<file path="config.mk">
export PLATFORM = sky130hd
export DESIGN_NAME = bulk_only_scsi_command_handler
export DESIGN_NICKNAME = d
export VERILOG_FILES = /design/src/hdl/boscmd_pkg.sv /design/src/hdl/boscmd_decode.sv /design/src/hdl/bulk_only_scsi_command_handler.sv
export SDC_FILE = /design/constraint.sdc
export NUM_CORES = 1
export LEC_CHECK = 0
export BUFFER_PORTS_ARGS = -buffer_cell sky130_fd_sc_hd__buf_2
export CAP_MARGIN = 10
export CORE_ASPECT_RATIO = 1.2
export CORE_MARGIN = 2
export CORE_UTILIZATION = 55
export DETAILED_ROUTE_END_ITERATION = 8
export PLACE_DENSITY = 0.87
export SYNTH_ARGS = -nofsm -noshare
export SYNTH_HDL_FRONTEND = slang
export SYNTH_SLANG_ARGS = --single-unit
</file>
<file path="constraint.sdc">
create_clock -name i_clk -period 9.8 [get_ports i_clk]
set_input_delay 0.98 -clock i_clk [delete_from_list [all_inputs] [get_ports i_clk]]
set_output_delay 0.98 -clock i_clk [all_outputs]
set_load 0.005 [all_outputs]
</file>
<file path="src/hdl/boscmd_pkg.sv">
// Shared types and constants for the bulk-only SCSI command handler.
// Holds command and result word layouts, action/response codes and opcodes.
// No dependencies.
package boscmd_pkg;

    localparam int unsigned MAX_CDB_LENGTH = 16;

    localparam logic [31:0] CBW_SIGNATURE = 32'h4342_5355;
    localparam logic [4:0]  FLAGS_RESERVED_MASK = 5'h1F;
    localparam logic [7:0]  SERIAL_PAGE_CODE = 8'h80;
    localparam logic [1:0]  EJECT_CODE = 2'd2;

    // Configuration register indexes
    localparam logic CFG_NUM_BLOCKS = 1'b0;
    localparam logic CFG_BLOCK_SIZE = 1'b1;

    // SCSI opcodes
    localparam logic [7:0] OP_TEST_UNIT_READY  = 8'h00;
    localparam logic [7:0] OP_REQUEST_SENSE    = 8'h03;
    localparam logic [7:0] OP_FORMAT_UNIT      = 8'h04;
    localparam logic [7:0] OP_INQUIRY          = 8'h12;
    localparam logic [7:0] OP_MODE_SENSE6      = 8'h1A;
    localparam logic [7:0] OP_START_STOP       = 8'h1B;
    localparam logic [7:0] OP_SEND_DIAGNOSTIC  = 8'h1D;
    localparam logic [7:0] OP_PREVENT_REMOVAL  = 8'h1E;
    localparam logic [7:0] OP_READ_FORMAT_CAPS = 8'h23;
    localparam logic [7:0] OP_READ_CAPACITY10  = 8'h25;
    localparam logic [7:0] OP_READ10           = 8'h28;
    localparam logic [7:0] OP_WRITE10          = 8'h2A;
    localparam logic [7:0] OP_VERIFY10         = 8'h2F;
    localparam logic [7:0] OP_SYNC_CACHE       = 8'h35;

    // Sense keys
    localparam logic [3:0] SK_NO_SENSE       = 4'h0;
    localparam logic [3:0] SK_NOT_READY      = 4'h2;
    localparam logic [3:0] SK_MEDIUM_ERROR   = 4'h3;
    localparam logic [3:0] SK_ILLEGAL_REQ    = 4'h5;
    localparam logic [3:0] SK_DATA_PROTECT   = 4'h7;

    // Additional sense codes
    localparam logic [7:0] ASC_NONE          = 8'h00;
    localparam logic [7:0] ASC_WRITE_FAULT   = 8'h03;
    localparam logic [7:0] ASC_UNRECOV_READ  = 8'h11;
    localparam logic [7:0] ASC_INVALID_OPCODE = 8'h20;
    localparam logic [7:0] ASC_LBA_RANGE     = 8'h21;
    localparam logic [7:0] ASC_INVALID_FIELD = 8'h24;
    localparam logic [7:0] ASC_WRITE_PROTECT = 8'h27;
    localparam logic [7:0] ASC_NO_MEDIUM     = 8'h3A;

    typedef enum logic [2:0] {
        ACT_STALL_BOTH   = 3'd0,
        ACT_STALL_IN     = 3'd1,
        ACT_STATUS       = 3'd2,
        ACT_DATA_STATUS  = 3'd3,
        ACT_READ         = 3'd4,
        ACT_WRITE        = 3'd5,
        ACT_STALL_STATUS = 3'd6,
        ACT_DISCONNECTED = 3'd7
    } t_action;

    typedef enum logic [2:0] {
        RSP_NONE         = 3'd0,
        RSP_INQUIRY      = 3'd1,
        RSP_SERIAL_PAGE  = 3'd2,
        RSP_SENSE        = 3'd3,
        RSP_READ_CAP     = 3'd4,
        RSP_MODE_SENSE   = 3'd5,
        RSP_FORMAT_CAPS  = 3'd6
    } t_rsp_kind;

    typedef struct packed {
        logic [31:0] signature;
        logic [7:0]  lun;
        logic [31:0] data_length;
        logic [7:0]  direction_flags;
        logic [4:0]  cdb_length;
        logic [7:0]  opcode;
        logic [7:0]  cdb_byte_one;
        logic [31:0] lba_field;
        logic [15:0] transfer_blocks;
        logic [7:0]  cdb_byte_four;
        logic [31:0] tag;
        logic [2:0]  media_status;
    } t_cmd;

    typedef struct packed {
        t_action     action;
        t_rsp_kind   response_kind;
        logic [31:0] start_block;
        logic [15:0] block_total;
        logic [31:0] capacity_value;
        logic        status_code;
        logic [31:0] residue;
        logic [31:0] echo_tag;
        logic [3:0]  reported_sense_key;
        logic [7:0]  reported_sense_code;
        logic        ejected_flag;
    } t_result;

    // Unit state as seen by the decoder, and its update
    typedef struct packed {
        logic [3:0] sense_key;
        logic [7:0] sense_code;
        logic       ejected;
    } t_unit_state;

    typedef struct packed {
        logic       sense_we;
        logic [3:0] sense_key;
        logic [7:0] sense_code;
        logic       set_ejected;
    } t_state_upd;

endpackage

</file>
<file path="src/hdl/boscmd_decode.sv">
// Combinational command wrapper check and SCSI opcode decode.
// Depends on boscmd_pkg.
module boscmd_decode
    import boscmd_pkg::*;
(
    input  t_cmd        i_cmd,
    input  logic [31:0] i_num_blocks,
    input  t_unit_state i_state,
    output t_result     o_result,
    output t_state_upd  o_upd
);

    logic       w_present;
    logic       w_wprot;
    logic       w_mfail;
    logic       w_bad_wrapper;
    logic       w_known;
    logic       w_pass;
    logic       w_eject_req;
    logic [3:0] w_key;
    logic [7:0] w_code;
    logic       w_lba_out;
    t_action    w_action;
    t_rsp_kind  w_kind;
    logic [31:0] w_cap;
    logic       w_xfer;

    assign w_present = i_cmd.media_status[0];
    assign w_wprot   = i_cmd.media_status[1];
    assign w_mfail   = i_cmd.media_status[2];
    assign w_lba_out = (i_cmd.lba_field >= i_num_blocks);

    assign w_bad_wrapper = (i_cmd.signature != CBW_SIGNATURE) || (i_cmd.lun != 8'd0)
        || ((i_cmd.data_length != 32'd0)
            && ((i_cmd.direction_flags[4:0] & FLAGS_RESERVED_MASK) != 5'd0))
        || (i_cmd.cdb_length == 5'd0) || (i_cmd.cdb_length > 5'(MAX_CDB_LENGTH));

    // Opcode decode: produces the pass-path answer and the failure sense.
    always_comb begin
        w_known     = 1'b1;
        w_pass      = 1'b1;
        w_key       = SK_NO_SENSE;
        w_code      = ASC_NONE;
        w_action    = ACT_STATUS;
        w_kind      = RSP_NONE;
        w_cap       = 32'd0;
        w_xfer      = 1'b0;
        w_eject_req = 1'b0;
        unique case (i_cmd.opcode)
            OP_INQUIRY: begin
                if (i_cmd.cdb_byte_one[0]) begin
                    if (i_cmd.lba_field[31:24] == SERIAL_PAGE_CODE) begin
                        w_kind   = RSP_SERIAL_PAGE;
                        w_action = ACT_DATA_STATUS;
                    end else begin
                        w_pass = 1'b0;
                        w_key  = SK_ILLEGAL_REQ;
                        w_code = ASC_INVALID_FIELD;
                    end
                end else begin
                    w_kind   = RSP_INQUIRY;
                    w_action = ACT_DATA_STATUS;
                end
            end
            OP_REQUEST_SENSE: begin
                w_kind   = RSP_SENSE;
                w_action = ACT_DATA_STATUS;
            end
            OP_READ_CAPACITY10: begin
                w_kind   = RSP_READ_CAP;
                w_action = ACT_DATA_STATUS;
                w_cap    = i_num_blocks - 32'd1;
            end
            OP_MODE_SENSE6: begin
                w_kind   = RSP_MODE_SENSE;
                w_action = ACT_DATA_STATUS;
            end
            OP_READ_FORMAT_CAPS: begin
                w_kind   = RSP_FORMAT_CAPS;
                w_action = ACT_DATA_STATUS;
                w_cap    = i_num_blocks;
            end
            OP_READ10: begin
                if (w_lba_out) begin
                    w_pass = 1'b0;
                    w_key  = SK_ILLEGAL_REQ;
                    w_code = ASC_LBA_RANGE;
                end else if (w_mfail) begin
                    w_pass = 1'b0;
                    w_key  = SK_MEDIUM_ERROR;
                    w_code = ASC_UNRECOV_READ;
                end else begin
                    w_action = ACT_READ;
                    w_xfer   = 1'b1;
                end
            end
            OP_WRITE10: begin
                if (w_wprot) begin
                    w_pass = 1'b0;
                    w_key  = SK_DATA_PROTECT;
                    w_code = ASC_WRITE_PROTECT;
                end else if (w_lba_out) begin
                    w_pass = 1'b0;
                    w_key  = SK_ILLEGAL_REQ;
                    w_code = ASC_LBA_RANGE;
                end else if (w_mfail && (i_cmd.transfer_blocks != 16'd0)) begin
                    w_pass = 1'b0;
                    w_key  = SK_MEDIUM_ERROR;
                    w_code = ASC_WRITE_FAULT;
                end else begin
                    w_action = ACT_WRITE;
                    w_xfer   = 1'b1;
                end
            end
            OP_SEND_DIAGNOSTIC: begin
                if (!i_cmd.cdb_byte_one[2]) begin
                    w_pass = 1'b0;
                    w_key  = SK_ILLEGAL_REQ;
                    w_code = ASC_INVALID_FIELD;
                end
            end
            OP_START_STOP: begin
                w_eject_req = (i_cmd.cdb_byte_four[1:0] == EJECT_CODE);
            end
            OP_TEST_UNIT_READY: begin
                if (!w_present) begin
                    w_pass = 1'b0;
                    w_key  = SK_NOT_READY;
                    w_code = ASC_NO_MEDIUM;
                end
            end
            OP_FORMAT_UNIT, OP_PREVENT_REMOVAL, OP_VERIFY10: begin
            end
            OP_SYNC_CACHE: begin
                if (w_mfail) begin
                    w_pass = 1'b0;
                    w_key  = SK_MEDIUM_ERROR;
                    w_code = ASC_WRITE_FAULT;
                end
            end
            default: begin
                w_known = 1'b0;
            end
        endcase
    end

    // Final answer with ejected / bad wrapper / unknown / failed overrides
    always_comb begin
        o_result                     = '0;
        o_result.echo_tag            = i_cmd.tag;
        o_result.reported_sense_key  = i_state.sense_key;
        o_result.reported_sense_code = i_state.sense_code;
        o_result.ejected_flag        = i_state.ejected;
        o_result.action              = ACT_STATUS;
        o_result.response_kind       = RSP_NONE;
        o_upd                        = '0;
        if (i_state.ejected) begin
            o_result.action = ACT_DISCONNECTED;
        end else if (w_bad_wrapper) begin
            o_result.action = ACT_STALL_BOTH;
        end else if (!w_known) begin
            o_result.action  = ACT_STALL_IN;
            o_upd.sense_we   = 1'b1;
            o_upd.sense_key  = SK_ILLEGAL_REQ;
            o_upd.sense_code = ASC_INVALID_OPCODE;
        end else begin
            o_upd.sense_we    = 1'b1;
            o_upd.sense_key   = w_key;
            o_upd.sense_code  = w_code;
            o_upd.set_ejected = w_eject_req;
            o_result.ejected_flag = w_eject_req;
            if (w_pass) begin
                o_result.action         = w_action;
                o_result.response_kind  = w_kind;
                o_result.capacity_value = w_cap;
                o_result.start_block    = w_xfer ? i_cmd.lba_field : 32'd0;
                o_result.block_total    = w_xfer ? i_cmd.transfer_blocks : 16'd0;
            end else begin
                o_result.action      = (i_cmd.data_length != 32'd0) ? ACT_STALL_STATUS
                                                                    : ACT_STATUS;
                o_result.status_code = 1'b1;
                o_result.residue     = i_cmd.data_length;
            end
        end
    end

endmodule

</file>
<file path="src/hdl/bulk_only_scsi_command_handler.sv">
// Top level of the bulk-only SCSI command handler: input register, decoder,
// result register, unit state and configuration. Depends on boscmd_pkg and
// boscmd_decode.
//
//  channel | valid       | ready       | payload  | dir
//  --------+-------------+-------------+----------+-----
//  command | i_in_valid  | o_in_ready  | i_in     | in
//  result  | o_out_valid | i_out_ready | o_out    | out
//  config  | i_cfg_we    | (none)      | i_cfg_index, i_cfg_data | in
//
// One word per cycle sustained while i_out_ready is high (input register, then
// decode into the result register). The input register advances whenever the
// result register is empty or being taken, so a stall on the result side
// backs up through o_in_ready only after both registers hold a word.
// Synchronous active-low reset clears valids, sense (0/0), ejected flag and
// sets the medium size to one block.
module bulk_only_scsi_command_handler
    import boscmd_pkg::*;
(
    input  logic        i_clk,
    input  logic        i_rst_n,
    input  logic        i_in_valid,
    output logic        o_in_ready,
    input  t_cmd        i_in,
    output logic        o_out_valid,
    input  logic        i_out_ready,
    output t_result     o_out,
    input  logic        i_cfg_we,
    input  logic        i_cfg_index,
    input  logic [31:0] i_cfg_data
);

    logic        r_s1_valid;
    t_cmd        r_s1_cmd;
    logic        r_out_valid;
    t_result     r_out;
    logic [31:0] r_num_blocks;
    logic [3:0]  r_sense_key;
    logic [7:0]  r_sense_code;
    logic        r_ejected;

    logic        w_s1_adv;   // stage-1 word moves into the result register
    logic        w_in_take;
    t_unit_state w_state;
    t_result     w_result;
    t_state_upd  w_upd;

    assign w_s1_adv   = r_s1_valid && (!r_out_valid || i_out_ready);
    assign o_in_ready = !r_s1_valid || w_s1_adv;
    assign w_in_take  = i_in_valid && o_in_ready;

    assign w_state.sense_key  = r_sense_key;
    assign w_state.sense_code = r_sense_code;
    assign w_state.ejected    = r_ejected;

    boscmd_decode u_decode (
        .i_cmd         (r_s1_cmd),
        .i_num_blocks  (r_num_blocks),
        .i_state       (w_state),
        .o_result      (w_result),
        .o_upd         (w_upd)
    );

    // Control: valids, unit state, config
    always_ff @(posedge i_clk) begin
        if (!i_rst_n) begin
            r_s1_valid    <= 1'b0;
            r_out_valid   <= 1'b0;
            r_num_blocks  <= 32'd1;
            r_sense_key   <= SK_NO_SENSE;
            r_sense_code  <= ASC_NONE;
            r_ejected     <= 1'b0;
        end else begin
            if (w_in_take) begin
                r_s1_valid <= 1'b1;
            end else if (w_s1_adv) begin
                r_s1_valid <= 1'b0;
            end
            if (w_s1_adv) begin
                r_out_valid <= 1'b1;
            end else if (i_out_ready) begin
                r_out_valid <= 1'b0;
            end
            // State changes commit as the word leaves decode, in command order
            if (w_s1_adv && w_upd.sense_we) begin
                r_sense_key  <= w_upd.sense_key;
                r_sense_code <= w_upd.sense_code;
            end
            if (w_s1_adv && w_upd.set_ejected) begin
                r_ejected <= 1'b1;
            end
            // Block size only feeds the capacity payload bytes, not built here
            if (i_cfg_we && (i_cfg_index == CFG_NUM_BLOCKS)) begin
                r_num_blocks <= i_cfg_data;
            end
        end
    end

    // Payload registers
    always_ff @(posedge i_clk) begin
        if (w_in_take) begin
            r_s1_cmd <= i_in;
        end
        if (w_s1_adv) begin
            r_out <= w_result;
        end
    end

    assign o_out_valid = r_out_valid;
    assign o_out       = r_out;

`ifndef SYNTHESIS
    a_eject_sticky: assert property (@(posedge i_clk) disable iff (!i_rst_n)
        r_ejected |=> r_ejected)
        else $error("ejected flag cleared");

    a_disc_flag: assert property (@(posedge i_clk) disable iff (!i_rst_n)
        (o_out_valid && (o_out.action == ACT_DISCONNECTED)) |-> o_out.ejected_flag)
        else $error("disconnected answer without ejected flag");

    a_fail_action: assert property (@(posedge i_clk) disable iff (!i_rst_n)
        (o_out_valid && o_out.status_code) |->
        ((o_out.action == ACT_STATUS) || (o_out.action == ACT_STALL_STATUS)))
        else $error("failed status with wrong action");

    a_xfer_pass: assert property (@(posedge i_clk) disable iff (!i_rst_n)
        (o_out_valid && ((o_out.action == ACT_READ) || (o_out.action == ACT_WRITE)))
        |-> (!o_out.status_code && (o_out.residue == 32'd0)))
        else $error("transfer answer carries failure");
`endif

endmodule
</file>
# == Yosys cells after proc, flatten, opt, wreduce, memory -nomap -nowiden ==
# Cells that the tools add are included.
# op_classes
multipliers,0
muxes,60
div,0
shifts,0
bitwise,4
n_eq_ne,16
n_reduce_logical,29
n_lt_le_gt_ge,2
add_sub_neg,1
# op_table
op,n
$pmux 32 s2,1
$eq 8x6->1 const B,6
$pmux 8 s6,1
$eq 8x5->1 const B,5
$mux 3,12
$mux 33,1
$ge 32x32->1,1
$ne 32x31->1 const B,1
$reduce_bool 32->1,1
$sub 32x1->32 const B,1
$mux 14,2
$mux 6,4
$mux 8,3
$pmux 4 s6,1
$mux 1,19
$reduce_bool 16->1,1
$pmux 3 s5,1
$mux 2,7
$reduce_or 14->1,1
$mux 12,1
$mux 4,3
$pmux 3 s4,1
$reduce_or 4->1,3
$eq 8x2->1 const B,1
18 further kinds,34
# word_totals
out_inout_bits,166
inputBits,230
regBits,389
latch_bits,0
elab_cells,141
memories,0
ram_bits,0
mem_bits_ro,0

# == Longest topological paths before layout ==
# Gate-level depths: netlist (run 1).
# depth
depth_word,10
depth_mapped,11
depth_no_buf,9

# == Hierarchy ==
# From an unflattened synthesis (run 1), not the netlist that was laid out.
# hier_totals
hier_cells,1139
area_unflattened_um2,16087.9
# by_module_without_submodules
module,area_per_inst_um2,cells_each,instances,seq_area_each_um2
bulk_only_scsi_command_handler,12518.3,563,1,11631.2
boscmd_decode,3569.7,576,1,0.0

# == Least setup slack after synthesis (run 1) ==
# Ideal clock, no wire load.
# synth_timing
kind,input to register
from,in i_out_ready
to,reg r_s1_cmd[0] (netlist name) (enable)
cell_stages,3
n_path_buf,0
setup_time_ns,0.558
t_arrival_ns,5.175
path_slack_ns,4.067
cell_sequence,nor2b_1 -> nand2_1 -> and2_1
# synth_between
elab_chain_len,4
# synth_rtl
element,line,rtl
from (decl),bulk_only_scsi_command_handler.sv:26,"input logic i_out_ready,"
$logic_or 1x1->1,bulk_only_scsi_command_handler.sv:48,assign w_s1_adv = r_s1_valid && (!r_out_valid || i_out_ready);
$logic_and 1x1->1,bulk_only_scsi_command_handler.sv:48,
$logic_or 1x1->1,bulk_only_scsi_command_handler.sv:49,assign o_in_ready = !r_s1_valid || w_s1_adv;
net o_in_ready,bulk_only_scsi_command_handler.sv:23,"output logic o_in_ready,"
$logic_and 1x1->1,bulk_only_scsi_command_handler.sv:50,assign w_in_take = i_in_valid && o_in_ready;
net w_in_take,bulk_only_scsi_command_handler.sv:43,logic w_in_take;
to (signal assigned),bulk_only_scsi_command_handler.sv:102,r_s1_cmd <= i_in;
to (decl),bulk_only_scsi_command_handler.sv:34,t_cmd r_s1_cmd;
# The timed path passes the listed nets, and every way through them passes these cells.
# A chain may end at the register's enable or synchronous reset.

# == Worst setup path after layout (run 1) ==
# layout_timing
from,reg r_num_blocks[27]
to,"reg r_out, in the netlist o_out[74] (data pin)"
# layout_between
elab_chain_len,5
elab_cells_between_ends,6
cone_classes,order compare (1); mux (4); reduce/logical (1)
# layout_rtl
element,line,rtl
from (decl),bulk_only_scsi_command_handler.sv:37,logic [31:0] r_num_blocks;
from (signal assigned),bulk_only_scsi_command_handler.sv:94,r_num_blocks <= i_cfg_data;
$ge 32x32->1 *,boscmd_decode.sv:31,assign w_lba_out = (i_cmd.lba_field >= i_num_blocks);
$mux 1,boscmd_decode.sv:102,end else if (w_lba_out) begin
$mux 1,boscmd_decode.sv:98,if (w_wprot) begin
$pmux 1 s6 *,boscmd_decode.sv:49,unique case (i_cmd.opcode)
$reduce_or 4->1 (no line) *,-,
to (signal assigned),bulk_only_scsi_command_handler.sv:105,r_out <= w_result;
to (decl),bulk_only_scsi_command_handler.sv:36,t_result r_out;
# Every way passes the cells marked *; elsewhere a longest branch is shown, timed or not.

==> impl_metrics.toml, run 1 <==
[drt]
highest_layer = "met4"
drt_iter0_drc = 709
wl_met3_um = 2760
drc_errors = 0
drt_wl_total_um = 37000
detail_route.first_pass.iterations = 5
via_per_inst = 5.67
avgRoutedWirePerCell_um = 20.5
ant_nets = 0
met2_length_um = 18600
met1_length_um = 13900
vias = 10237

[global_route]
grt_pass1_vias = 10160
gr-total-overflow = 0
antenna_found_initial = 6
grt_pass1_wl_um = 55400
grt_max_degree = 96
grt_usage_pct = 25.4

[timing]
relSlewSlack_pct = 26.5
period_minus_slack_ns = 4.23
fmax_mhz = 237
rsz0062_at_grt = "false"
skew_ns = 0.0185
hold_violations = 0
setup_viol = 0
finalSetupTns_ns = 0
timing.final.crit_share_pct = 43.1
drv_slew = 0
tightest_slew_ns = 1.10

[setup_path]
crit_required_ns = 10.17
worstPathCellList = "inv_1 > ha_1 > nand4_1 > nor4_1 > nand2_1 > a31oi_1 > nor4b_4 > buf_4 > nor3b_4 > and2_1"
endpoint_kind = "flop"
path_max_fanout = 40
cp_top_family = "simple AND/OR/NAND/NOR gates"
slowest_delay_ns = 0.84
worst-setup-path-type = "reg2reg"
cp.arrival_ns = 4.60
critPathLaunchType = "flop"
critPathSlowestCell = "nor3b_4"
cp.buffers_inverters = 2

[cts]
ctsLongestPathBuffers = 3
cts.root.buffer_cell = "clkbuf_16"
cts_hold_buf = 0
htreeDepth = 2
postCtsSetupRepairBufs = 0
clk_pin_slew_worst_paths_ns = 0.06
cts_buffers = 38
clock_latency_ns = 0.52
cts-resized-gates = 0
cts_tree = "built"
clock-sinks = 382

[pwr]
p_leak_nw = 6.97
seqPwrFrac_pct = 54.4
combPwrFrac_pct = 5.6
intPower_mw = 2.76
pwr-share-clk_pct = 39.9
powerDensity_nw_per_um2 = 190
peakVddDrop_mv = 0.196
p_sw_share_pct = 21.2
netSwitchingPower_mw = 0.742

[cells_and_area]
stdcell_count = 1807
nets = 1698
layout-area-overhead-vs-synth_pct = 22.8
drive_above_1_share_pct = 31.4
n_fill_cell = 1837
fin_util_pct = 68.2

[floorplanning]
die_area_um2 = 28500
start_util_pct = 55.5
coreArea_um2 = 26900
die_h_um = 185
placementRows = 66
ios = 396
fp.dieW_um = 154

[placement]
routabilityCongestion = 0.900
hpwl_um = 25800
numPortBuffers = 377
dp.cells = 1734

[job]
cap_violations = 0

[logic_synthesis]
ys_ff_latch = 382
ys_top_cells_by_count = "edfxtp_1 (338), nand2_1 (101), a21oi_1 (84)"
netlist_area_um2 = 14900
ys_seq_area_share_pct = 73.8
avgSynthCellArea_um2 = 14.2
yosysMostFrequentCell = "edfxtp_1"
synth_top_area_cell = "edfxtp_1"
ys_async_sr_fraction_pct = 0
ys.flop_type = "edfxtp_1"
synth_cell_types = 68
synth.area.top_cells = "edfxtp_1 (68%), dfxtp_1 (5.9%), a21oi_1 (2.8%), ha_1 (2.8%), nand2_1 (2.5%)"
synth_warnings = 0
synthCells = 1056
yosys.area.top_type_share_pct = 67.9
synth_edf_count = 338

[outcome]
status = "finished, final reports clean"

[min_path]
min_path_type = "reg2reg"
-- routing by layer --
layer | GRT usage (%) | up-vias
met3 | 5.13 | 109
met1 | 30.6 | 4882
li1 | - | 4733
met2 | 43.6 | 513
met4 | 12.9 | 0
met5 | 0 | -
-- stage by stage --
step	power (mW)	instance area [µm²]	hold WS, ns	worst slack, ns
floorplan	2.02	15000	0.400	4.07
global placement	2.12	17100	0.400	5.66
detailed placement	2.13	17100	0.405	5.58
CTS	3.52	18300	0.414	5.53
global route	3.61	18400	0.420	5.25
finish	3.50	18400	0.413	5.57
-- power groups by stage --
| stage | sequential (mW) | clock, mW | combinational, mW |
|---|---|---|---|
| floorplan | 1.93 | 0 | 0.0859 |
| CTS | 1.90 | 1.42 | 0.196 |
| finish | 1.90 | 1.40 | 0.198 |
| global placement | 1.93 | 0 | 0.187 |
| global route | 1.91 | 1.48 | 0.219 |
| detailed placement | 1.94 | 0 | 0.195 |
-- logic make-up (layout without fill, tap and decap cells) --
family	after synthesis	in the layout	share of synthesized area, %
flip-flops	382	382	73.8
XOR/XNOR	2	2	0.117
other	1	9	0.0251
AND/OR/NAND/NOR	384	384	14.2
adder cells (fa/ha/maj)	33	33	2.76
buffers and inverters	89	492	2.53
AO/OA/AOI/OAI	165	165	6.60
-- layout make-up --
class / count / area, µm² / share of cell area [%]
Sequential cell: 382 / 11000 / 60.1
Multi-Input combinational cell: 587 / 3560 / 19.4
Timing Repair Buffer: 386 / 1970 / 10.8
Clock buffer: 48 / 1010 / 5.49
Tap cell: 340 / 425 / 2.32
Clock inverter: 18 / 188 / 1.02
Inverter: 40 / 155 / 0.845
Antenna cell: 6 / 15.0 / 0.0818
-- worst reg2reg max path, stage by stage, from the launching register on --
cell and delay [ns]:
dfxtp_1 0.42, inv_1 0.13, ha_1 0.34, nand4_1 0.14, nor4_1 0.57, nand2_1 0.21, a31oi_1 0.64, nor4b_4 0.20
buf_4 0.31, nor3b_4 0.86, and2_1 0.26
-- flip-flops by register name, summed over array words and instances, names as in the netlist --
register,count
r_num_blocks,32
r_s1_valid,1
r_ejected,1
o_out,161
r_s1_cmd,177
r_sense_key,3
r_sense_code,6
o_out_valid,1
-- cell usage in the layout (no fill, tap or decap), drive strengths merged, types with 4 or more instances in the layout --
cell type and count:
dfxtp 44, a21o 5, ha 33, buf 386, nor4 28, and3 55, nand4 13, edfxtp 338
or3 8, nor2b 5, inv 43, and2 38, diode 6, a21oi 84, nand2 101, o21ai 30
nor3 26, a31oi 6, nand3b 5, nor2 52, clkbuf 48, nand3 17, nor3b 4, o211ai 5
nor4b 11, clkinv 9, nand2b 5
-- final timing paths --
check | startpoint | end | slack (ns) | cells after the start
max | r_num_blocks[27] | o_out[74] | 5.57 | 10
min | r_s1_cmd[3] | o_out[13] | 0.41 | 0
max reg2reg | r_num_blocks[27] | o_out[74] | 5.57 | 10
min reg2reg | r_s1_cmd[3] | o_out[13] | 0.41 | 0
No activity file was read; power rests on OpenSTA's default activity.
==> run 2: changes to the inputs <==
- ABC_AREA: not set -> 1
- CORE_UTILIZATION: 55 -> 48
- PLACE_DENSITY: 0.87 -> 0.8
- clock period: 9.8 -> 3.45 ns (I/O delays scaled with it)
==> run 2 against run 1 <==
  * Routed wire length rose by 17%
  * Maximum frequency up 43%
  * Die area grew 18%
  * Critical endpoint is now o_out[84]
  * Largest cell class unchanged
==> impl_metrics.toml, run 2 <==
[cts]
cts_hold_buf = 174
htreeDepth = 2
clock-sinks = 382
cts-resized-gates = 0
cts_buffers = 38
cts.root.buffer_cell = "clkbuf_16"
clk_pin_slew_worst_paths_ns = 0.06
ctsLongestPathBuffers = 3
cts_tree = "built"
postCtsSetupRepairBufs = 0
clock_latency_ns = 0.54

[global_route]
grt_pass1_wl_um = 65300
grt_pass1_vias = 12243
gr-total-overflow = 0
grt_max_degree = 148
antenna_found_initial = 3
grt_usage_pct = 25.3

[floorplanning]
start_util_pct = 48.4
ios = 396
placementRows = 72
die_area_um2 = 33700
fp.dieW_um = 168
die_h_um = 201
coreArea_um2 = 32000

[timing]
timing.final.crit_share_pct = 85.4
finalSetupTns_ns = 0
fmax_mhz = 339
rsz0062_at_grt = "false"
final.setup.worst_slack_ns = 0.503
period_minus_slack_ns = 2.95
relSlewSlack_pct = 40.8
hold_violations = 0
drv_slew = 0
skew_ns = 0.0132
setup_viol = 0
tightest_slew_ns = 0.889

[min_path]
min_path_type = "in2reg"

[setup_path]
crit_required_ns = 3.70
path_max_fanout = 31
slowest_delay_ns = 0.56
worstPathCellList = "inv_1 > ha_1 > nand2_1 > nor2_1 > and2_1 > nor2_1 > nand2_1 > nand2_1 > nand2_1 > nand2_2 > nand4_1 > nand3_2 > nand2_2 > nor2_1"
endpoint_kind = "flop"
cp_top_family = "simple AND/OR/NAND/NOR gates"
critPathLaunchType = "flop"
cp.buffers_inverters = 1
worst-setup-path-type = "reg2reg"
cp.arrival_ns = 3.19
cp_common_cell = "nand2_1"
ff2ff_setup_slack_ns = 0.50
critPathSlowestCell = "nand2_2"

[pwr]
combPwrFrac_pct = 7.8
netSwitchingPower_mw = 2.34
p_leak_nw = 8.91
powerDensity_nw_per_um2 = 505
peakVddDrop_mv = 0.442
seqPwrFrac_pct = 51.0
intPower_mw = 8.20
pwr-share-clk_pct = 41.2
p_sw_share_pct = 22.2

[drt]
via_per_inst = 5.15
detail_route.first_pass.iterations = 7
avgRoutedWirePerCell_um = 19.0
ant_nets = 0
highest_layer = "met4"
drc_errors = 0
wl_met3_um = 3800
met2_length_um = 21900
drt_wl_total_um = 43200
drt_iter0_drc = 874
vias = 11704
met1_length_um = 15300

[logic_synthesis]
synthCells = 1255
avgSynthCellArea_um2 = 12.3
ys.flop_type = "edfxtp_1"
yosysMostFrequentCell = "edfxtp_1"
ys_seq_area_share_pct = 71.3
synth_top_area_cell = "edfxtp_1"
synth.area.top_cells = "edfxtp_1 (66%), dfxtp_1 (5.7%), inv_1 (4.2%), nand2_1 (3.6%), nor2_1 (3.3%)"
ys_async_sr_fraction_pct = 0
netlist_area_um2 = 15500
synth_edf_count = 338
ys_ff_latch = 382
synth_cell_types = 47
synth_warnings = 0
yosys.area.top_type_share_pct = 65.6
ys_top_cells_by_count = "edfxtp_1 (338), inv_1 (175), nand2_1 (147)"

[placement]
numPortBuffers = 377
preCtsSetupSlack_ns = 0.520
detailed_place.area_um2 = 17800
routabilityCongestion = 0.913
hpwl_um = 26200

[job]
cap_violations = 0

[cells_and_area]
fin_util_pct = 65.3
layout_commonest_cell = "buf_2"
drive_above_1_share_pct = 29.1
largest_reg_flops = 177
final_design_area_no_fill_um2 = 20900
top_register = "r_s1_cmd"
layout-area-overhead-vs-synth_pct = 35.0
final_cell_mix = "buf_2 (377), edfxtp_1 (338), dlygate4sd3_1 (174), inv_1 (173), nand2_1 (146)"
nets = 2094

[outcome]
status = "finished, final reports clean"
[run 2: cell types whose count changed after synthesis, sizes merged, moves of 23 or more]
cell	change
o21ai	+25
nand2	+55
inv	+146
nand3	+26
nor2	+140
and3	-55
nor4	-24
and2	-37
nand4	+23
[run 2: path summary, 6_finish.rpt]
path / start / end / depth (start not counted)
hold / removal: i_in[184] / r_s1_cmd[184] / 1
setup reg to reg: r_num_blocks[3] / o_out[84] / 14
setup / recovery: r_num_blocks[3] / o_out[84] / 14
hold reg to reg: r_s1_cmd[13] / o_out[23] / 0
[run 2: cells by family (layout without fill, tap and decap cells)]
group / Yosys count / after routing / synth area share, %
simple gates: 454 / 454 / 14.3
flops: 382 / 382 / 71.3
buf+inv: 218 / 822 / 5.88
compound gates: 162 / 162 / 5.52
fa+ha+maj: 33 / 33 / 2.67
xor+xnor: 5 / 5 / 0.283
other cells: 1 / 6 / 0.0242
[run 2: routing by layer]
metal  vias to the layer above  track usage, %
li1                       5457               -
met4                         0            12.5
met2                       665            44.7
met1                      5450            28.5
met3                       132            6.19
met5                         -               0
[run 2: area by class of cell]
class / count / area, µm²
multi-input combinational: 657 / 3550
sequential: 382 / 11000
timing repair buffer: 563 / 3760
clock inverter: 20 / 241
clock buffer: 50 / 1070
antenna: 3 / 7.51
fill: 2181 / 11100
inverter: 189 / 716
tap: 407 / 509
[run 2: stage by stage]
step           cells  hold WS (ns)  power [mW]
3_5_place_dp    2024         0.405        6.09
3_3_place_gp    2024         0.400        6.06
4_1_cts         2268        0.0112        10.5
2_1_floorplan   1257         0.400        5.79
5_1_grt         2271       0.00805        10.9
6_report        2271        0.0383        10.5
[run 2: worst register-to-register path, delay by kind of cell, from the launching register on]
| family | cells | cell delay [ns] |
|---|---|---|
| adders and majority gates | 1 | 0.31 |
| buffers and inverters | 1 | 0.12 |
| and+or+nand+nor | 12 | 1.82 |
| DFF | 1 | 0.42 |
[run 2: power by group through the flow]
stage | sequential [mW] | combinational, mW | clock [mW]
2_1_floorplan | 5.45 | 0.332 | 0
3_3_place_gp | 5.45 | 0.614 | 0
3_5_place_dp | 5.46 | 0.636 | 0
4_1_cts | 5.36 | 0.797 | 4.36
5_1_grt | 5.39 | 0.905 | 4.59
6_report | 5.38 | 0.824 | 4.35
==> run 3: changes to the inputs <==
- clock period: 3.45 -> 2.65 ns (I/O delays scaled with it)
==> run 3 against run 2 <==
  * Critical path depth unchanged
  * Worst hold slack worse by 0.011 ns
  * Cell count increased by 1.5%
  * Sequential power is 30% higher
  * Sequential cell count unchanged
  * Non-clock buffer count is 40 higher
  * Register-to-register slack lost 0.37 ns
  * Highest routed layer unchanged
  * Sequential share of layout area decreased by 1.2 points
  * Critical path type unchanged
  * Largest cell class unchanged
  * Die area stayed put
  * Setup slack lost 0.37 ns
  * Via count up 3.8%
==> impl_metrics.toml, run 3 (synthesis gave the netlist of run 2 again) <==
[outcome]
status = "finished, final reports clean"

[timing]
drv_slew = 0
fmax_mhz = 397
hold-worst-slack_ns = 0.0274
relSlewSlack_pct = 55.0
tightest_slew_ns = 0.673
period_minus_slack_ns = 2.52
hold_violations = 0
setup_viol = 0
timing.final.crit_share_pct = 95.0
final.setup.worst_slack_ns = 0.132
skew_ns = 0.0264

[global_route]
antenna_found_initial = 2
grt_pass1_vias = 12429
gr-total-overflow = 0
grt_usage_pct = 25.8
grt_pass1_wl_um = 66800
grt_max_degree = 66

[cells_and_area]
final_cell_mix = "buf_2 (377), edfxtp_1 (338), dlygate4sd3_1 (178), inv_1 (170), nand2_1 (143)"
drive_above_1_share_pct = 32.1
top_register = "r_s1_cmd"
multi_input_area_um2 = 3680
layout_commonest_cell = "buf_2"
largest_reg_flops = 177
layout-area-overhead-vs-synth_pct = 38.3
stdcell_count = 2306
fin_util_pct = 66.9
nets = 2134
seq_area_um2 = 11100
n_fill_cell = 2113
final_design_area_no_fill_um2 = 21400

[floorplanning]
placementRows = 72
start_util_pct = 48.4
fp.dieW_um = 168
coreArea_um2 = 32000
die_h_um = 201
die_area_um2 = 33700
ios = 396

[cts]
clock-sinks = 382
htreeDepth = 2
cts_buffers = 38
cts_tree = "built"
ctsLongestPathBuffers = 3
clk_pin_slew_worst_paths_ns = 0.06
clock_latency_ns = 0.55
cts.root.buffer_cell = "clkbuf_16"

[drt]
vias = 12145
detail_route.first_pass.iterations = 5
via_per_inst = 5.27
drc_errors = 0
drt_iter0_drc = 1003
ant_nets = 0
drt_wl_total_um = 44900
avgRoutedWirePerCell_um = 19.5

[placement]
dp.cells = 2048
routabilityCongestion = 0.972
numPortBuffers = 377
hpwl_um = 27600
detailed_place.area_um2 = 18100
preCtsSetupSlack_ns = 0.0699

[pwr]
intPower_mw = 10.4
pwr-share-clk_pct = 39.4
combPwrFrac_pct = 8.6
peakVddDrop_mv = 0.646
p_leak_nw = 9.13
netSwitchingPower_mw = 3.08
powerDensity_nw_per_um2 = 630
p_sw_share_pct = 22.9
seqPwrFrac_pct = 52.0

[min_path]
worstHoldStart = "i_cfg_data[4]"
min_path_type = "in2reg"

[setup_path]
cp.buffers_inverters = 3
path_max_fanout = 8
r2r_start = "r_num_blocks[11]"
cp_top_family = "simple AND/OR/NAND/NOR gates"
worst-setup-path-type = "reg2reg"
crit_required_ns = 2.92
endpoint_kind = "flop"
critPathLaunchType = "flop"
slowest_delay_ns = 0.39
cp.arrival_ns = 2.79
worstPathCellList = "inv_1 > ha_1 > nand2_1 > o21bai_1 > a21oi_1 > nor2_1 > nand2_2 > nand2_4 > buf_4 > nand3b_4 > nand3_2 > nand2_4 > clkbuf_16 > nor2_1"
critPathSlowestCell = "dfxtp_1"
startpoint = "r_num_blocks[11]"

[job]
cap_violations = 0
[run 3: per-stage QoR]
stage,power (mW),setup TNS [ns]
2_1_floorplan,7.53,-328.73
3_3_place_gp,7.93,0
3_5_place_dp,7.98,0
4_1_cts,13.3,0
5_1_grt,13.9,-0.444
6_report,13.5,0
[run 3: final cells by class]
class / count / share of cell area [%]
sequential: 382 / 51.7
timing repair buffer: 603 / 19.6
multi-input combinational: 657 / 17.2
clock buffer: 52 / 4.94
inverter: 189 / 3.40
tap: 407 / 2.38
clock inverter: 14 / 0.690
antenna: 2 / 0.0234
[run 3: power groups by stage]
stage	sequential, mW	combinational, mW	clock [mW]
floorplan	7.10	0.433	0
global placement	7.09	0.842	0
detailed placement	7.10	0.874	0
CTS	6.98	1.09	5.26
global route	7.02	1.26	5.60
finish	7.00	1.16	5.30
[run 3: worst register-to-register path, delay by kind of cell, from the launching register on]
family          cells  cell delay (ns)
fa+ha+maj           1             0.32
simple gates        8             0.80
flops               1             0.39
compound gates      2             0.27
buf+inv             3             0.48
[run 3: routing by layer]
metal / GRT usage (%) / part of all wire, %
met1: 29.2 / 35
met2: 46.0 / 51
met3: 5.50 / 8.7
met4: 12.5 / 5.3
met5: 0 / 0
[run 3: final timing paths]
kind,to,slack (ns),cells after the start
worst max-delay path,o_out[95],0.13,14
worst min register to register,o_out[38],0.42,0
worst min-delay path,r_num_blocks[4],0.03,3
worst max register to register,o_out[95],0.13,14
[run 3: what timing repair did]
item                       in CTS  in global routing
setup buffers                   0                  9
resized for setup               0                 46
setup endpoints to repair       0                113
hold buffers                  178                  0
hold endpoints to repair      178                  0
